`src/sv/mono_framebuffer_pixel_plot_core_assert.svh`:
```
// Assertion helpers shared by the frame store modules.
`ifndef MONO_FRAMEBUFFER_PIXEL_PLOT_CORE_ASSERT_SVH
`define MONO_FRAMEBUFFER_PIXEL_PLOT_CORE_ASSERT_SVH

// pre holds -> post holds in the same cycle
`define MFB_ASSERT_IMP(name, clk, rst_n, pre, post) \
    name: assert property (@(posedge clk) disable iff (!rst_n) (pre) |-> (post)) \
        else $error("frame store assertion failed");

// pre holds -> post holds in the next cycle
`define MFB_ASSERT_NEXT(name, clk, rst_n, pre, post) \
    name: assert property (@(posedge clk) disable iff (!rst_n) (pre) |=> (post)) \
        else $error("frame store assertion failed");

// cond never holds
`define MFB_ASSERT_NEVER(name, clk, rst_n, cond) \
    name: assert property (@(posedge clk) disable iff (!rst_n) !(cond)) \
        else $error("frame store assertion failed");

`endif

```
`src/sv/mfb_pkg.sv`:
```
`default_nettype none

package mfb_pkg;

    localparam int REQ_W   = 2;
    localparam int POS_W   = 10;
    localparam int COORD_W = 9;
    localparam int IDX_W   = 11;
    localparam int BYTE_W  = 8;
    localparam int ROT_W   = 2;

    localparam logic [REQ_W-1:0] REQ_PLOT = 2'd0;
    localparam logic [REQ_W-1:0] REQ_FILL = 2'd1;
    localparam logic [REQ_W-1:0] REQ_READ = 2'd2;

    localparam logic [ROT_W-1:0] ROT_0   = 2'd0;
    localparam logic [ROT_W-1:0] ROT_90  = 2'd1;
    localparam logic [ROT_W-1:0] ROT_180 = 2'd2;
    localparam logic [ROT_W-1:0] ROT_270 = 2'd3;

    localparam logic REG_ROTATION = 1'b0;

    localparam logic [BYTE_W-1:0] BYTE_WHITE = 8'hFF;
    localparam logic [BYTE_W-1:0] BYTE_BLACK = 8'h00;
    localparam logic [BYTE_W-1:0] MASK_MSB   = 8'h80;

    typedef struct packed {
        logic load_item;
        logic map_en;
        logic addr_en;
        logic walk_en;
        logic walk_init;
        logic result_en;
    } cmd_t;

    typedef struct packed {
        logic is_fill;
        logic walk_last;
        logic out_free;
    } status_t;

endpackage

`default_nettype wire

```
`src/sv/mfb_ctrl.sv`:
```
`default_nettype none
`include "mono_framebuffer_pixel_plot_core_assert.svh"

module mfb_ctrl (
    input  wire logic            clk,
    input  wire logic            rst_n,
    input  wire logic            in_valid,
    output logic                 in_stall,
    input  wire mfb_pkg::status_t status,
    output mfb_pkg::cmd_t        cmd
);

    import mfb_pkg::*;

    localparam logic [2:0] S_INIT   = 3'd0;
    localparam logic [2:0] S_IDLE   = 3'd1;
    localparam logic [2:0] S_MAP    = 3'd2;
    localparam logic [2:0] S_ADDR   = 3'd3;
    localparam logic [2:0] S_RD     = 3'd4;
    localparam logic [2:0] S_FILL   = 3'd5;
    localparam logic [2:0] S_RESULT = 3'd6;

    logic [2:0] state_reg;
    logic [2:0] state_next;

    always_comb
    begin
        cmd        = '0;
        state_next = state_reg;
        case (state_reg)
            S_INIT:
            begin
                // clearing pass: whole store to white
                cmd.walk_en   = 1'b1;
                cmd.walk_init = 1'b1;
                if (status.walk_last)
                begin
                    state_next = S_IDLE;
                end
            end
            S_IDLE:
            begin
                if (in_valid)
                begin
                    cmd.load_item = 1'b1;
                    state_next    = S_MAP;
                end
            end
            S_MAP:
            begin
                cmd.map_en = 1'b1;
                state_next = status.is_fill ? S_FILL : S_ADDR;
            end
            S_ADDR:
            begin
                cmd.addr_en = 1'b1;
                state_next  = S_RD;
            end
            S_RD:
            begin
                state_next = S_RESULT;
            end
            S_FILL:
            begin
                cmd.walk_en = 1'b1;
                if (status.walk_last)
                begin
                    state_next = S_RESULT;
                end
            end
            S_RESULT:
            begin
                if (status.out_free)
                begin
                    cmd.result_en = 1'b1;
                    state_next    = S_IDLE;
                end
            end
            default:
            begin
                state_next = S_IDLE;
            end
        endcase
    end

    always_ff @(posedge clk or negedge rst_n)
    begin
        if (!rst_n)
        begin
            state_reg <= S_INIT;
        end
        else
        begin
            state_reg <= state_next;
        end
    end

    assign in_stall = (state_reg != S_IDLE);

    `MFB_ASSERT_IMP(a_result_slot_free, clk, rst_n, cmd.result_en, status.out_free)
    `MFB_ASSERT_NEVER(a_walk_exclusive, clk, rst_n, cmd.walk_en && (cmd.result_en || cmd.load_item))
    `MFB_ASSERT_NEXT(a_fill_to_result, clk, rst_n, (state_reg == S_FILL) && status.walk_last, state_reg == S_RESULT)

endmodule

`default_nettype wire

```
`config.mk`:
```
export PLATFORM = sky130hd
export DESIGN_NAME = mfb_ctrl
export DESIGN_NICKNAME = d
export VERILOG_FILES = /design/src/sv/mfb_pkg.sv /design/src/sv/mfb_ctrl.sv
export VERILOG_INCLUDE_DIRS = /design/src /design/src/sv
export SDC_FILE = /design/constraint.sdc
export NUM_CORES = 1
export LEC_CHECK = 0
export BUFFER_PORTS_ARGS = -buffer_cell sky130_fd_sc_hd__buf_4
export CORE_AREA = 10 10 47 49
export CTS_CLUSTER_DIAMETER = 120
export DETAILED_ROUTE_END_ITERATION = 12
export DIE_AREA = 0 0 57 59
export GPL_TIMING_DRIVEN = 0
export PLACE_DENSITY = 0.39
export SETUP_SLACK_MARGIN = 0.3
export SYNTH_ARGS = -nofsm -noshare
export SYNTH_HDL_FRONTEND = slang
export SYNTH_SLANG_ARGS = --single-unit
```
`constraint.sdc`:
```
create_clock -name clk -period 2.24 [get_ports clk]
set_clock_uncertainty 0.1 [all_clocks]
set_input_delay 0.224 -clock clk [delete_from_list [all_inputs] [get_ports clk]]
set_output_delay 0.224 -clock clk [all_outputs]
set_load 0.05 [all_outputs]
```
== Yosys cells after proc, flatten, opt, wreduce, memory -nomap -nowiden ==
Index checks and enable logic that the tools add are counted.

* Multiplexer cells: 14
* Equal/unequal tests: 11
* Reductions and logical operators: 3

{| class="wikitable"
|+ Operators by type and width
! kind !! count
|-
| one-hot mux 3 bit (7 select lines) || 1
|-
| 2-to-1 mux 3 bit || 5
|-
| == test 3 bit (second input constant) || 3
|-
| 2-to-1 mux 1 bit || 8
|-
| inequality test 2 bit (second input constant) || 4
|-
| == test 3 x 2 -> 1 bit (second input constant) || 2
|-
| AND reduction 4 bit || 1
|-
| == test 3 x 1 -> 1 bit (second input constant) || 1
|-
| zero test 3 bit || 1
|-
| inequality test 3 x 1 -> 1 bit (second input constant) || 1
|-
| OR reduction 2 bit || 1
|}

* Output and inout port bits: 7
* Bits in registers: 3
* Input port bits: 6
* Word-level logic and storage cells: 29

== Depth between registers and ports, before layout ==
* Depth in word-level cells: 3
* Depth in mapped cells: 4

== Worst setup path after synthesis ==
No wires, ideal clock.

* Path type: register to output
* Start point: reg state_reg[0]
* End point: out cmd[2] (netlist name)
* Data arrival time: 1771 ps
* Slack: 145 ps
* Cell stages (with the launch flop): 4
* Cells stage by stage: dfrtp_1 buf_6 nor2b_4 nor3b_1

{| class="wikitable"
|+ RTL lines
! item !! RTL line !! source
|-
| start: declaration || mfb_ctrl.sv:23 || <nowiki>logic [2:0] state_reg;</nowiki>
|-
| start signal: assignment || mfb_ctrl.sv:94 || <nowiki>state_reg <= state_next;</nowiki>
|-
| end: declaration || mfb_ctrl.sv:10 || <nowiki>output mfb_pkg::cmd_t cmd</nowiki>
|}

==> impl_results.md <==
- Share of cells above drive strength 1: 65.22%
- Clock sink total: 3
- Port bufs: 12
- Vias per inst: 4.306
- First-pass GRT wire length: roughly 1400 um
- Initial antenna violation count: 0
- Core ar.: 1401 sq um
- Grt total ovfl: 0
- Total routed wirelength: 763 um
- Mapped Area: 281.5 sq um
- Post-route ant nets: 0
- CTS tree: done
- Total of max-cap violations: 0
- Die Wd: about 57 um
- Ant. Diodes: 0
- Register area share after synthesis: 26.67%
- Longest Clk Path Bufs: 2
- Iteration-0 DRC Markers: 2
- Largest net degree at the start of global routing: 11
- Status: completed
- Number of filler cells placed in the layout: 159
- Post-cts gate resize count: 0
- First-pass detailed-route iteration total: 3
- IR drop worst, VDD: 660.9 uV
- Area delta synth->final: 55.56%
- Rows: 14
- Die area: between 3000 and 4000 sq um
- Setup TNS: 0 ps
- Worst hold path class: input port to register
- Fin crit share: between 70 and 80%
- Syn avg cell area: 9.708 sq um
- Clock transition at path regs: 40 ps
- Setup violations, final: 0
- Post-synth cell types: 20
- Total CTS buffers: 3
- Initial Util: between 20% and 30%
- Ports: 13
- H-tree lvl count: 1
- Via Count: approximately 270
- Final hold viol count: 0
- Power per standard cell area: about 1900 nW/um^2
- Remaining routing DRC violations: 0
- CP max FO: 10
- Die height: 59 um
- Util after Layout: between 30% and 40%
- Largest register FFs: 3
- Vias in the first global route: 325
- Routability cong.: 0.6851
- Critical Path Source Type: register
- CP Data Required Time: around 1900 ps
- Synthesized flop and latch total: 3
- Synthesized instance count: 29
- Max-slew violations: 0
- Fmax: 613.2 MHz
- LEAKAGE: slightly above 0.2 nW
- Final net count: 53
- Yosys warnings: 0
- Syn nets: 35
- Worst-margin pin slew: 150.7 ps
- Arrival @ worst endpoint: 1310 ps
- Drt wl/cell: 12.31 um
- GRT Util Overall: between 5 and 6%
- Worst slew margin: approximately 90%
- Final min period: 1631 ps
- RSZ-0062 raised after global routing: false
- Clk root buf: clkbuf_4
- Hpwl dp: 587.1 um
- Critical path class: register to output port
- Crit path capture type: output port
- Clock Latency Late Sink: 240 ps
[through the flow]
| step | setup WS, ps | instances | hold WS (ps) | power, W | instance area (sq um) |
|---|---|---|---|---|---|
| after floorplan | 635.1 | 29 | -171.6 | 0.0005843 | 291.5 |
| after global placement | 876.1 | 57 | -86.16 | 0.0007196 | 401.6 |
| after detailed placement | 855.7 | 57 | -85.22 | 0.0007227 | 401.6 |
| after CTS | 589.3 | 62 | 173.3 | 0.0008300 | 437.9 |
| after global routing | 509.3 | 62 | 192.3 | 0.0008735 | 437.9 |
| final | 609.2 | 62 | 178.0 | 0.0008136 | 437.9 |
[cells by family (layout without fill, tap and decap cells)]
| kind of cell | count (synthesis) | in the layout | share of synthesized area, % |
|---|---|---|---|
| compound gates | 8 | 8 | 25.33 |
| flops | 3 | 3 | 26.67 |
| buf+inv | 3 | 20 | 12.00 |
| simple gates | 15 | 15 | 36.00 |
[where the power goes]
part	switching [W]	internal (W)
registers	0.0000208	0.0000830
clock network	0.0000302	0.0000669
logic	0.000367	0.000246
[cell type report]
| class | instances | area (sq um) | area share (%) |
|---|---|---|---|
| clock buffer | 4 | 26.28 | 6.000 |
| tap | 16 | 20.02 | 4.571 |
| multi-input combinational | 23 | 182.7 | 41.71 |
| sequential | 3 | 75.07 | 17.14 |
| timing repair buffer | 13 | 100.1 | 22.86 |
| buffer | 3 | 33.78 | 7.714 |
[worst max-delay path: stages (launching register included)]
cell and delay, ps:
dfrtp_1 410, buf_6 160, nor2_1 130, and3_2 180, buf_4 190
[path summary, 6_finish.rpt]
kind | from | end | slack [ps] | depth (start not counted)
max | state_reg[1] | cmd[5] | 610 | 4
min in group asynchronous | rst_n | state_reg[0] | 210 | 2
min reg2reg | state_reg[0] | state_reg[1] | 500 | 2
max in group asynchronous | rst_n | state_reg[2] | 1740 | 2
max reg2reg | state_reg[0] | state_reg[0] | 1110 | 4
min | status[2] | state_reg[2] | 180 | 3
[Yosys cell counts]
| library cell | instances | area [sq um] |
|---|---|---|
| nor3b_1 | 1 | 7.510 |
| a21oi_1 | 1 | 5.000 |
| nand2_2 | 1 | 6.260 |
| nand2_1 | 2 | 7.510 |
| nand2b_4 | 1 | 13.76 |
| and2_2 | 1 | 7.510 |
| a22oi_2 | 1 | 12.51 |
| and3_2 | 1 | 7.510 |
| o22ai_2 | 1 | 12.51 |
| and4b_2 | 1 | 11.26 |
| o21ai_1 | 1 | 5.000 |
| o221a_2 | 1 | 11.26 |
| nand2b_1 | 1 | 6.260 |
| a2bb2oi_2 | 1 | 15.01 |
| nor2_1 | 4 | 15.01 |
| dfrtp_1 | 3 | 75.07 |
| o21ai_0 | 2 | 10.01 |
| buf_6 | 3 | 33.78 |
| nor2b_4 | 1 | 13.76 |
| nor3_1 | 1 | 5.000 |
[cells in the final DEF (no fill, tap or decap), drive strengths merged]
master        n
dlygate4sd3   1
nor3b         1
a22oi         1
nor2          4
o22ai         1
dfrtp         3
and3          1
and4b         1
nor3          1
clkbuf        4
and2          1
a21oi         1
nand2b        2
o21ai         3
nand2         3
o221a         1
a2bb2oi       1
nor2b         1
buf          15
[timing repair]
item                      in CTS  in global routing
hold buffers                   1                  0
hold endpoints to repair       3                  0
buffers inserted               0                  0
[routing by layer]
layer / GRT usage (%) / vias up / share of wire (%)
met4: 7.047 / 0 / 3.5
met1: 5.113 / 121 / 39
met3: 2.575 / 2 / 7.9
li1: - / 136 / -
met2: 7.907 / 8 / 50
met5: 0 / - / 0
Note: power is estimated with default switching activity, not from simulation.
